[src/rtl/csct_pkg.sv]
// Package for the CSC transpose core: constants, action codes, item structs
// and controller/datapath command and status types. No dependencies.
package csct_pkg;

  localparam int unsigned MaxRows  = 1024;
  localparam int unsigned RowW     = $clog2(MaxRows);
  localparam int unsigned CntW     = 17;
  localparam logic [CntW-1:0] NnzCap = 17'd65536;

  typedef enum logic [2:0] {
    ACT_START    = 3'd0,
    ACT_COUNT    = 3'd1,
    ACT_FINALIZE = 3'd2,
    ACT_PLACE    = 3'd3,
    ACT_READ     = 3'd4
  } action_e;

  typedef struct packed {
    logic [2:0]  action;
    logic [9:0]  row;
    logic [9:0]  col;
    logic [63:0] value;
  } in_item_t;

  typedef struct packed {
    logic [15:0] slot;
    logic [9:0]  out_col;
    logic [63:0] out_value;
    logic [16:0] pointer;
    logic        error;
  } out_item_t;

  typedef enum logic [2:0] {
    ST_IDLE,
    ST_CLEAR,
    ST_FIN_RD,
    ST_FIN_WR,
    ST_RMW,
    ST_RESP,
    ST_INIT
  } state_e;

  // controller -> datapath
  typedef struct packed {
    logic load;      // capture input item
    logic clr_idx;   // index and sum := 0
    logic clr_wr;    // write zero at index, advance
    logic fin_rd;    // read counter at index
    logic fin_wr;    // write prefix, advance
    logic rd_item;   // read memories at item row
    logic finish;    // build result (RMW write too)
    logic out_take;  // result consumed
  } cmd_t;

  // datapath -> controller
  typedef struct packed {
    logic [2:0] action;
    logic       idx_last;  // index reached the last row in use
    logic       clr_last;  // index reached the last counter
    logic       out_full;
  } sts_t;

  function automatic logic [CntW-1:0] sat_inc(logic [CntW-1:0] a, logic [CntW-1:0] b);
    logic [CntW:0] s;
    s = {1'b0, a} + {1'b0, b};
    return (s > {1'b0, NnzCap}) ? NnzCap : s[CntW-1:0];
  endfunction

endpackage

[src/rtl/csct_ctrl.sv]
// Controller of the CSC transpose core: sequences clear, finalize and
// read-modify-write operations. Depends on csct_pkg.
module csct_ctrl (
  input  logic           clk_i,
  input  logic           rst_ni,
  input  logic           in_valid_i,
  output logic           in_ready_o,
  input  logic           out_ready_i,
  input  logic [10:0]    num_rows_i,
  input  csct_pkg::sts_t sts_i,
  output csct_pkg::cmd_t cmd_o
);
  import csct_pkg::*;

  state_e state_q, state_d;
  logic   take;
  logic   lim_zero;

  assign lim_zero = num_rows_i == 11'd0;
  assign take     = sts_i.out_full && out_ready_i;

  // Reset lands in the counter clearing pass
  always_ff @(posedge clk_i or negedge rst_ni) begin
    if (!rst_ni) state_q <= ST_INIT;
    else state_q <= state_d;
  end

  // Next state and commands
  always_comb begin
    state_d      = state_q;
    cmd_o        = '0;
    cmd_o.out_take = take;
    in_ready_o   = 1'b0;
    unique case (state_q)
      ST_INIT: begin
        cmd_o.clr_wr = 1'b1;
        if (sts_i.clr_last) state_d = ST_IDLE;
      end
      ST_IDLE: begin
        in_ready_o = 1'b1;
        if (in_valid_i) begin
          cmd_o.load    = 1'b1;
          cmd_o.clr_idx = 1'b1;
          state_d       = ST_RMW;
        end
      end
      ST_RMW: begin
        unique case (sts_i.action)
          ACT_START:    state_d = ST_CLEAR;
          ACT_FINALIZE: state_d = lim_zero ? ST_RESP : ST_FIN_RD;
          default: begin
            cmd_o.rd_item = 1'b1;
            state_d       = ST_RESP;
          end
        endcase
      end
      ST_CLEAR: begin
        cmd_o.clr_wr = 1'b1;
        if (sts_i.clr_last) state_d = ST_RESP;
      end
      ST_FIN_RD: begin
        cmd_o.fin_rd = 1'b1;
        state_d      = ST_FIN_WR;
      end
      ST_FIN_WR: begin
        cmd_o.fin_wr = 1'b1;
        state_d      = sts_i.idx_last ? ST_RESP : ST_FIN_RD;
      end
      ST_RESP: begin
        if (!sts_i.out_full || out_ready_i) begin
          cmd_o.finish = 1'b1;
          state_d      = ST_IDLE;
        end
      end
      default: state_d = ST_IDLE;
    endcase
  end
endmodule

[config.mk]
export PLATFORM = sky130hd
export DESIGN_NAME = csct_ctrl
export DESIGN_NICKNAME = d
export VERILOG_FILES = /design/src/rtl/csct_pkg.sv /design/src/rtl/csct_ctrl.sv
export SDC_FILE = /design/constraint.sdc
export NUM_CORES = 1
export LEC_CHECK = 0
export BUFFER_PORTS_ARGS = -buffer_cell sky130_fd_sc_hd__buf_4
export CORE_AREA = 2 2 39 41
export CTS_CLUSTER_SIZE = 40
export DETAILED_ROUTE_END_ITERATION = 10
export DIE_AREA = 0 0 41 43
export RECOVER_POWER = 25
export SYNTH_ARGS = -nofsm -noshare
export SYNTH_HDL_FRONTEND = slang
export SYNTH_SLANG_ARGS = --single-unit
export TNS_END_PERCENT = 100
[constraint.sdc]
create_clock -name clk_i -period 1.6 [get_ports clk_i]
set_input_delay 0.16 -clock clk_i [delete_from_list [all_inputs] [get_ports clk_i]]
set_output_delay 0.16 -clock clk_i [all_outputs]
set_load 0.01 [all_outputs]
==> results of run 1 <==
[synth_stat cells (all sizes together), types with 2 or more instances]
cell type | count | share of area [%]
nor3 | 3 | 4.3
nor3b | 2 | 4.3
nor2 | 2 | 2.2
a31oi | 2 | 3.6
nand2b | 2 | 3.6
buf | 3 | 7.6
dfstp | 2 | 15
nand2 | 2 | 2.2
and2 | 2 | 3.6
nor4 | 2 | 3.6
clkbuf | 3 | 3.2
[report_power, final]
part           switching [mW]  internal, mW
Combinational           0.210         0.277
Sequential             0.0567         0.122
Clock                  0.0380        0.0934
Total                   0.305         0.493
[per-stage QoR]
step	total power, mW	hold slack [ps]
final	0.798	247
after global routing	0.878	249
after CTS	0.769	235
after detailed placement	0.626	-47.5
after global placement	0.626	-49.3
after floorplan	0.476	-136
[routing by layer]
metal / GRT usage (%) / wire length (um)
met5: 0 / 0
met4: 2.00 / 0
met3: 3.14 / 27
met2: 22.8 / 585
met1: 16.3 / 435
[critical path, delay by kind of cell (launching register included)]
family | cells | cell delay [ps]
DFF | 1 | 360
and+or+nand+nor | 2 | 430
buffers and inverters | 2 | 310
[timing repair]
| action | CTS | global route |
|---|---|---|
| buffers inserted | 0 | 2 |
| hold buffers | 1 | 0 |
| hold endpoints to repair | 3 | 0 |
| endpoints found under the setup margin | 0 | 1 |
[final timing paths]
path	endpoint	startpoint	cells after the start	slack [ps]
setup reg to reg	state_q[0]$_DFFE_PN0P_	state_q[0]$_DFFE_PN0P_	3	280
setup / recovery	cmd_o[7]	state_q[0]$_DFFE_PN0P_	4	100
max in group asynchronous	state_q[2]$_DFFE_PN1P_	rst_ni	2	1090
hold / removal	state_q[2]$_DFFE_PN1P_	sts_i[1]	4	250
hold reg to reg	state_q[2]$_DFFE_PN1P_	state_q[1]$_DFFE_PN1P_	2	640
min in group asynchronous	state_q[0]$_DFFE_PN0P_	rst_ni	2	280
[area by class of cell]
class,count,share of cell area [%]
Sequential cell,3,12.9
Clock buffer,4,4.37
Multi-Input combinational cell,34,37.8
Inverter,1,0.624
Timing Repair Buffer,33,41.0
Tap cell,16,3.33
[cells by family (layout without fill, tap and decap cells)]
| family | count (synthesis) | in the layout | synth area share [%] |
|---|---|---|---|
| AND/OR/NAND/NOR | 21 | 21 | 37.2 |
| AO/OA/AOI/OAI | 12 | 12 | 25.6 |
| buffers and inverters | 7 | 38 | 11.9 |
| flip-flops | 3 | 3 | 22.4 |
| multiplexers | 1 | 1 | 2.89 |
==> results.sh, run 1 <==
export IMPL_finClkSkew_ps=0.682
export IMPL_ios=30
export IMPL_drt_iter0_drc=3
export IMPL_cpPeakStageDelay_ps=360
export IMPL_postSynthAreaPerCell_um2=7.88
export IMPL_regMostFlops="state_q"
export IMPL_end_kind="primary output"
export IMPL_post_dp_hpwl_um=815
export IMPL_p_leak_nw=0.299
export IMPL_stdcell_area_um2=602
export IMPL_slew_headroom_pct=72.4
export IMPL_area_growth_pct=73.6
export IMPL_cts_tree="built"
export IMPL_gp_congestion=0.788
export IMPL_ctsHtreeMaxLevel=1
export IMPL_largest_reg_flops=3
export IMPL_drcViolationCount=0
export IMPL_grt_overflow=0
export IMPL_dp_cells=84
export IMPL_fmax_ghz=0.667
export IMPL_wl_mm=1.05
export IMPL_finalNonFillerCells=91
export IMPL_final_common_cell="buf_4"
export IMPL_ys_ff_latch=3
export IMPL_numPortBuffers=29
export IMPL_async_flop_share_pct=100
export IMPL_powerDensity_nw_per_um2=1330
export IMPL_synth_distinct_cells=31
export IMPL_crit_type="flop to primary output"
export IMPL_die_h_um=43
export IMPL_utilization_pct=43.5
export IMPL_route_vias_total=439
export IMPL_coreArea_um2=1380
export IMPL_grt_pass1_vias=403
export IMPL_first_pass_iters=3
export IMPL_slew_violations=0
export IMPL_fill_cells=147
export IMPL_grt_pass1_wl_mm=1.67
export IMPL_drv_cap=0
export IMPL_start_util_pct=25.0
export IMPL_wire_per_inst_um=11.5
export IMPL_fp_dieW_um=41
export IMPL_drive_above_1_share_pct=49.3
export IMPL_seqCellArea_um2=77.6
export IMPL_insertedDiodeCount=0
export IMPL_worst_slew_pin_transition_ps=410
export IMPL_fin_ws_ps=99.7
export IMPL_arrival_ps=1340
export IMPL_grtUsageTotal_pct=13.3
export IMPL_syn_area_um2=347
export IMPL_num_nets_final=97
export IMPL_cpMostUsedCell="buf_4"
export IMPL_mostFrequentLayoutCells="buf_4, nor3_1, clkbuf_4"
export IMPL_cts_buffers_inserted=3
export IMPL_vias_per_cell=4.82
export IMPL_place_ws_ps=284
export IMPL_critPathLaunchType="flop"
export IMPL_synth_edf_count=0
export IMPL_dieArea_um2=1760
export IMPL_post_route_period_util_pct=93.8
export IMPL_path_max_fanout=16
export IMPL_vdd_ir_drop_max_v=0.000446
export IMPL_rsz0062_at_grt="false"
export IMPL_rows=14
export IMPL_status="finished clean"
export IMPL_numClockSinks=3
export IMPL_cts_resized=0
export IMPL_hold_viol=0
export IMPL_setup_viol=0
export IMPL_ctsRootBufferMaster="clkbuf_4"
export IMPL_critPathRequiredTime_ps=1440
export IMPL_synth_nets=65
export IMPL_clk_pin_slew_ps=40
export IMPL_ys_warn_count=0
export IMPL_finalCriticalPeriod_ps=1500
export IMPL_slowest_stage="dfrtp_1"
export IMPL_multi_input_area_um2=228
export IMPL_min_path_type="primary input to flop"
export IMPL_ys_flop_type="dfstp_2"
export IMPL_cp_cell_sequence="buf_4 > nor3_1 > and2_1 > buf_4"
export IMPL_grt_max_degree=17
export IMPL_cts_path_max_buffers=2
export IMPL_ys_seq_area_share_pct=22.4
export IMPL_antenna_found_initial=0
export IMPL_syn_instance_count=44
export IMPL_placed_cell_area_um2=554
export IMPL_setup_tns_ps=0
export IMPL_postRouteAntennaNets=0
export IMPL_top_regs="state_q x3"
export IMPL_clk_latency_ps=230
Power figures use the tool's default switching activity.
==> inputs of run 2 (changes only) <==
--- a/config.mk
+++ b/config.mk
@@ -5,12 +5,14 @@
 export SDC_FILE = /design/constraint.sdc
 export NUM_CORES = 1
 export LEC_CHECK = 0
+export ABC_AREA = 1
 export BUFFER_PORTS_ARGS = -buffer_cell sky130_fd_sc_hd__buf_4
 export CORE_AREA = 2 2 39 41
 export CTS_CLUSTER_SIZE = 40
 export DETAILED_ROUTE_END_ITERATION = 10
 export DIE_AREA = 0 0 41 43
 export RECOVER_POWER = 25
+export SLEW_MARGIN = 20
 export SYNTH_ARGS = -nofsm -noshare
 export SYNTH_HDL_FRONTEND = slang
 export SYNTH_SLANG_ARGS = --single-unit
==> run 2 against run 1 <==
Sequential power is 9% higher. Combinational power up 23%. Critical endpoint is now cmd_o[4]. Power up 16%. Critical path type unchanged. Largest cell class is now multi-input combinational cells. Register-to-register slack improved by 20 ps. Core utilization rose by 2.4 points. Global-route usage is 2.4 points lower. Fmax grew 4.7%. First-iteration DRC count down 33%. Hold slack lost 110 ps. Worst setup slack improved by 67 ps. Cell count increased by 27%. Critical path depth increased by 1.
==> results.sh, run 2 <==
export IMPL_wire_per_inst_um=7.91
export IMPL_vias_per_cell=4.14
export IMPL_finalCriticalPeriod_ps=1430
export IMPL_r2r_end="state_q[0]$_DFFE_PN0P_"
export IMPL_num_nets_final=122
export IMPL_rows=14
export IMPL_post_cts_buffers=0
export IMPL_final_common_cell="buf_4"
export IMPL_die_h_um=43
export IMPL_power_frac_seq_pct=21.2
export IMPL_wl_um=918
export IMPL_grt_pass1_vias=410
export IMPL_ys_seq_area_share_pct=20.4
export IMPL_dp_cells=111
export IMPL_cts_resized=0
export IMPL_start_util_pct=27.5
export IMPL_p_leak_nw=0.359
export IMPL_ys_ff_latch=3
export IMPL_syn_instance_count=68
export IMPL_end_kind="primary output"
export IMPL_synth_edf_count=0
export IMPL_clk_latency_ps=220
export IMPL_gp_congestion=0.791
export IMPL_min_to="state_q[1]$_DFFE_PN1P_"
export IMPL_path_max_fanout=4
export IMPL_status="finished clean"
export IMPL_vdd_ir_drop_max_v=0.000827
export IMPL_fill_cells=157
export IMPL_seqCellArea_um2=77.6
export IMPL_crit_type="flop to primary output"
export IMPL_pwr_share_comb_pct=65.2
export IMPL_regToRegSetupSlack_ps=300
export IMPL_synth_nets=89
export IMPL_first_pass_iters=3
export IMPL_postSynthAreaPerCell_um2=5.59
export IMPL_holdPathStages=2
export IMPL_synth_area_mux_share_pct=0
export IMPL_post_dp_hpwl_um=831
export IMPL_ys_flop_type="dfstp_2"
export IMPL_top_regs="state_q x3"
export IMPL_total_power_mw=0.922
export IMPL_grt_pass1_wl_mm=1.39
export IMPL_ios=30
export IMPL_hp_start="sts_i[1]"
export IMPL_synth_xor_area_share_pct=0
export IMPL_numClockSinks=3
export IMPL_timing_rr_start="state_q[2]$_DFFE_PN1P_"
export IMPL_mostFrequentLayoutCells="buf_4, nand2_1, nor2_1, inv_1, nand3_1"
export IMPL_synth_area_leaders="nand2_1, dfstp_2, nor2_1, inv_1, nand3_1"
export IMPL_synth_compound_area_share_pct=8.22
export IMPL_synthAdderAreaFrac_pct=0
export IMPL_fp_dieW_um=41
export IMPL_drive_above_1_share_pct=42.0
export IMPL_cts_path_max_buffers=2
export IMPL_p_int_mw=0.504
export IMPL_multi_input_area_um2=239
export IMPL_setup_viol=0
export IMPL_rsz0062_at_grt="false"
export IMPL_drt_iter0_drc=2
export IMPL_cts_buffers_inserted=3
export IMPL_post_route_period_util_pct=89.6
export IMPL_slew_violations=0
export IMPL_dieArea_um2=1760
export IMPL_worst_slew_pin_transition_ps=225
export IMPL_sw_frac_of_total_pct=45.4
export IMPL_grt_overflow=0
export IMPL_arrival_ps=1270
export IMPL_yosysTopAreaCellShare_pct=17.8
export IMPL_p_switching_mw=0.418
export IMPL_drv_cap=0
export IMPL_critPathLaunchType="flop"
export IMPL_slew_headroom_pct=84.9
export IMPL_yosys_area_top_type="nand2_1"
export IMPL_reg2regPathDepth=7
export IMPL_regMostFlops="state_q"
export IMPL_ctsRootBufferMaster="clkbuf_4"
export IMPL_finClkSkew_ps=0.0398
export IMPL_clk_pin_slew_ps=40
export IMPL_drcViolationCount=0
export IMPL_power_frac_clock_pct=13.6
export IMPL_largest_reg_flops=3
export IMPL_grt_max_degree=8
export IMPL_fmax_ghz=0.698
export IMPL_coreArea_um2=1380
export IMPL_antenna_found_initial=0
export IMPL_synthTopCellsByCount="nand2_1, nor2_1, inv_1"
export IMPL_numPortBuffers=29
export IMPL_ys_warn_count=0
export IMPL_synth_simple_area_share_pct=54.6
export IMPL_min_path_type="primary input to flop"
export IMPL_synth_top_family_by_area="simple AND/OR/NAND/NOR gates"
export IMPL_critPathRequiredTime_ps=1440
export IMPL_powerDensity_nw_per_um2=1450
export IMPL_yosys_cell_count_top_type="nand2_1"
export IMPL_cts_tree="built"
export IMPL_finalNonFillerCells=116
export IMPL_route_vias_total=480
export IMPL_area_growth_pct=67.1
export IMPL_async_flop_share_pct=100
export IMPL_syn_area_um2=380
export IMPL_postRouteAntennaNets=0
export IMPL_ctsHtreeMaxLevel=1
export IMPL_hold_viol=0
export IMPL_insertedDiodeCount=0
export IMPL_setup_tns_ps=0
export IMPL_synth_distinct_cells=18
export IMPL_grtUsageTotal_pct=11.0
[run 2: cell types whose count changed in the layout (fill, tap and decap cells not counted), sizes merged, moves of 2 or more]
| cell | delta |
|---|---|
| nand3 | +6 |
| nor4 | -2 |
| a31oi | -2 |
| nand2 | +17 |
| nor2 | +15 |
| inv | +12 |
| nor3b | -2 |
| nand2b | -2 |
| buf | -3 |
[run 2: metrics by stage]
step / area, um^2 / hold WS (ps) / worst slack, ps / util [%]
after floorplan: 380 / -136 / 395 / -
after global placement: 603 / -48.7 / 282 / 43.6
after detailed placement: 603 / -48.3 / 290 / 43.6
after CTS: 639 / 140 / 151 / 46.2
after global routing: 636 / 138 / 59.5 / 45.9
final: 636 / 139 / 167 / 45.9
[run 2: cells by family (layout without fill, tap and decap cells)]
group	after synthesis	after routing
AND/OR/NAND/NOR	45	45
buffers and inverters	15	47
AO/OA/AOI/OAI	5	5
flip-flops	3	3
[run 2: timing repair]
| action | in CTS | in global routing |
|---|---|---|
| hold buffers | 1 | 0 |
| hold endpoints to repair | 3 | 0 |
| setup endpoints to repair | 0 | 0 |
[run 2: worst max-delay path by stage]
| stage | from | end | slack (ps) | cells after the start |
|---|---|---|---|---|
| 6_report | state_q[1]$_DFFE_PN1P_ | cmd_o[4] | 170 | 5 |
| 4_1_cts | state_q[1]$_DFFE_PN1P_ | cmd_o[4] | 150 | 5 |
| 5_1_grt | state_q[1]$_DFFE_PN1P_ | cmd_o[4] | 60 | 5 |
| 2_1_floorplan | state_q[1]$_DFFE_PN1P_ | state_q[2]$_DFFE_PN1P_ | 390 | 10 |
| 3_5_place_dp | state_q[2]$_DFFE_PN1P_ | state_q[0]$_DFFE_PN0P_ | 290 | 7 |
| 3_3_place_gp | state_q[2]$_DFFE_PN1P_ | state_q[0]$_DFFE_PN0P_ | 280 | 7 |
[run 2: final cells by class]
| class | count | share of cell area (%) |
|---|---|---|
| inverter | 13 | 7.68 |
| tap | 16 | 3.15 |
| clock buffer | 4 | 4.13 |
| sequential | 3 | 12.2 |
| multi-input combinational | 50 | 37.6 |
| timing repair buffer | 30 | 35.2 |
[run 2: power groups by stage]
stage / Sequential, mW / Clock, mW / Combinational (mW)
2_1_floorplan: 0.182 / 0 / 0.411
5_1_grt: 0.204 / 0.144 / 0.684
4_1_cts: 0.195 / 0.132 / 0.615
6_report: 0.196 / 0.125 / 0.601
3_3_place_gp: 0.194 / 0 / 0.615
3_5_place_dp: 0.196 / 0 / 0.612
[run 2: routing by layer]
metal | wire length, um | GRT usage, % | vias up
met2 | 451 | 19.1 | 16
met4 | 0 | 2.00 | 0
met1 | 380 | 13.4 | 194
met3 | 86 | 2.09 | 0
met5 | 0 | 0 | -
li1 | - | - | 270
[run 2: worst max-delay path, cell delays in order, from the launching register on]
cell and delay [ps]:
dfstp_2 540, inv_1 70, nor2_2 110, inv_2 60, nor2_1 130, buf_4 140
==> inputs of run 3 (changes only) <==
--- a/config.mk
+++ b/config.mk
@@ -8,10 +8,11 @@
 export ABC_AREA = 1
 export BUFFER_PORTS_ARGS = -buffer_cell sky130_fd_sc_hd__buf_4
 export CORE_AREA = 2 2 39 41
+export CTS_CLUSTER_DIAMETER = 120
 export CTS_CLUSTER_SIZE = 40
 export DETAILED_ROUTE_END_ITERATION = 10
 export DIE_AREA = 0 0 41 43
-export RECOVER_POWER = 25
+export RECOVER_POWER = 50
 export SLEW_MARGIN = 20
 export SYNTH_ARGS = -nofsm -noshare
 export SYNTH_HDL_FRONTEND = slang
==> run 3 against run 2 <==
Global-route usage is the same. First-iteration DRC count is the same. Via count is the same. Core utilization shrank 0.27 points. Routed wire length is the same. Non-clock buffer count is the same. Final area shrank 0.59%. Combinational power is essentially flat. Power shrank 0.62%.
==> results.sh, run 3 (synthesis gave the netlist of run 2 again) <==
export IMPL_status="finished clean"
export IMPL_regToRegSetupSlack_ps=220
export IMPL_setup_viol=0
export IMPL_grtUsageTotal_pct=11.0
export IMPL_mostFrequentLayoutCells="buf_4, nand2_1, nor2_1, inv_1, nand3_1"
export IMPL_total_power_mw=0.916
export IMPL_wire_per_inst_um=7.91
export IMPL_ctsHtreeMaxLevel=1
export IMPL_grt_max_degree=8
export IMPL_numClockSinks=3
export IMPL_vias_per_cell=4.14
export IMPL_insertedDiodeCount=0
export IMPL_clk_pin_slew_ps=40
export IMPL_grt_pass1_wl_mm=1.39
export IMPL_arrival_ps=1280
export IMPL_worst_slew_pin_transition_ps=225
export IMPL_slew_headroom_pct=84.9
export IMPL_coreArea_um2=1380
export IMPL_slowest_stage="dfstp_1"
export IMPL_clk_latency_ps=220
export IMPL_fp_dieW_um=41
export IMPL_min_path_type="primary input to flop"
export IMPL_hold_viol=0
export IMPL_rsz0062_at_grt="false"
export IMPL_route_vias_total=480
export IMPL_setup_tns_ps=0
export IMPL_final_common_cell="buf_4"
export IMPL_drt_iter0_drc=2
export IMPL_start_util_pct=27.5
export IMPL_drcViolationCount=0
export IMPL_wl_um=918
export IMPL_post_dp_hpwl_um=831
export IMPL_crit_type="flop to primary output"
export IMPL_cts_path_max_buffers=2
export IMPL_ios=30
export IMPL_r2r_end="state_q[0]$_DFFE_PN0P_"
export IMPL_drv_cap=0
export IMPL_numPortBuffers=29
export IMPL_ctsRootBufferMaster="clkbuf_4"
export IMPL_critPathLaunchType="flop"
export IMPL_timing_rr_start="state_q[2]$_DFFE_PN1P_"
export IMPL_fmax_ghz=0.693
export IMPL_largest_reg_flops=3
export IMPL_startpoint="state_q[2]$_DFFE_PN1P_"
export IMPL_cp_cell_sequence="inv_1 > nand3_1 > nand2_1 > buf_4"
export IMPL_postRouteAntennaNets=0
export IMPL_num_nets_final=122
export IMPL_reg2regPathDepth=7
export IMPL_post_cts_buffers=0
export IMPL_gp_congestion=0.791
export IMPL_finalCriticalPeriod_ps=1440
export IMPL_post_route_period_util_pct=90.2
export IMPL_grt_pass1_vias=410
export IMPL_rows=14
export IMPL_cp_endpoint="cmd_o[5]"
export IMPL_vdd_ir_drop_max_v=0.000826
export IMPL_critPathRequiredTime_ps=1440
export IMPL_cpPeakStageDelay_ps=630
export IMPL_finClkSkew_ps=0.0875
export IMPL_cts_buffers_inserted=3
export IMPL_slew_violations=0
export IMPL_regMostFlops="state_q"
export IMPL_top_regs="state_q x3"
export IMPL_powerDensity_nw_per_um2=1450
export IMPL_area_growth_pct=66.1
export IMPL_drive_above_1_share_pct=40.0
export IMPL_grt_overflow=0
export IMPL_p_leak_nw=0.354
export IMPL_antenna_found_initial=0
export IMPL_die_h_um=43
export IMPL_cts_tree="built"
export IMPL_dieArea_um2=1760
export IMPL_end_kind="primary output"
export IMPL_path_max_fanout=7
export IMPL_first_pass_iters=3
==> run 3: cell count changes in the layout (fill, tap and decap cells not counted) <==
cell,previous run,this run
clkbuf_1,2,3
buf_4,28,27
dfstp_2,2,1
dfstp_1,0,1
==> run 3: final cells by class <==
class | count | area, um^2
clock buffers | 4 | 26.3
fillers | 159 | 752
multi-input cells | 50 | 239
inverters | 13 | 48.8
well taps | 16 | 20.0
flip-flops and latches | 3 | 77.6
repair buffers | 30 | 220
==> run 3: per-stage QoR <==
stage | area, um^2 | cells | hold slack [ps] | util, % | worst slack, ps
floorplan | 380 | 68 | -136 | - | 395
global placement | 603 | 111 | -48.7 | 43.6 | 282
detailed placement | 603 | 111 | -48.3 | 43.6 | 290
CTS | 639 | 116 | 140 | 46.2 | 151
global route | 632 | 116 | 138 | 45.7 | 59.4
finish | 632 | 116 | 139 | 45.7 | 157
==> run 3: critical path, delay by kind of cell, from the launching register on <==
family	cells	cell delay (ps)
flip-flops	1	630
buffers and inverters	2	240
AND/OR/NAND/NOR	2	190
==> run 3: repair_timing <==
action,in CTS,in global routing
gates resized for setup,0,0
hold buffers,1,0
hold endpoints to repair,3,0
==> run 3: worst min path at each step <==
| stage | from | endpoint | slack (ps) | cells past startpoint |
|---|---|---|---|---|
| floorplan | rst_ni | state_q[0]$_DFFE_PN0P_ | -140 | 0 |
| global placement | rst_ni | state_q[0]$_DFFE_PN0P_ | -50 | 1 |
| detailed placement | rst_ni | state_q[0]$_DFFE_PN0P_ | -50 | 1 |
| CTS | sts_i[1] | state_q[1]$_DFFE_PN1P_ | 140 | 2 |
| global route | sts_i[1] | state_q[1]$_DFFE_PN1P_ | 140 | 2 |
| finish | sts_i[1] | state_q[1]$_DFFE_PN1P_ | 140 | 2 |
==> run 3: metal layers <==
metal / share of wire [%] / vias up / global-route usage, %
li1: - / 270 / -
met1: 41 / 194 / 13.4
met2: 49 / 16 / 19.1
met3: 9.4 / 0 / 2.09
met4: 0 / 0 / 2.00
met5: 0 / - / 0
==> run 3: power by group <==
| part | switching, mW | internal [mW] |
|---|---|---|
| clock | 0.0323 | 0.0930 |
| sequential | 0.0573 | 0.134 |
| combinational | 0.328 | 0.271 |
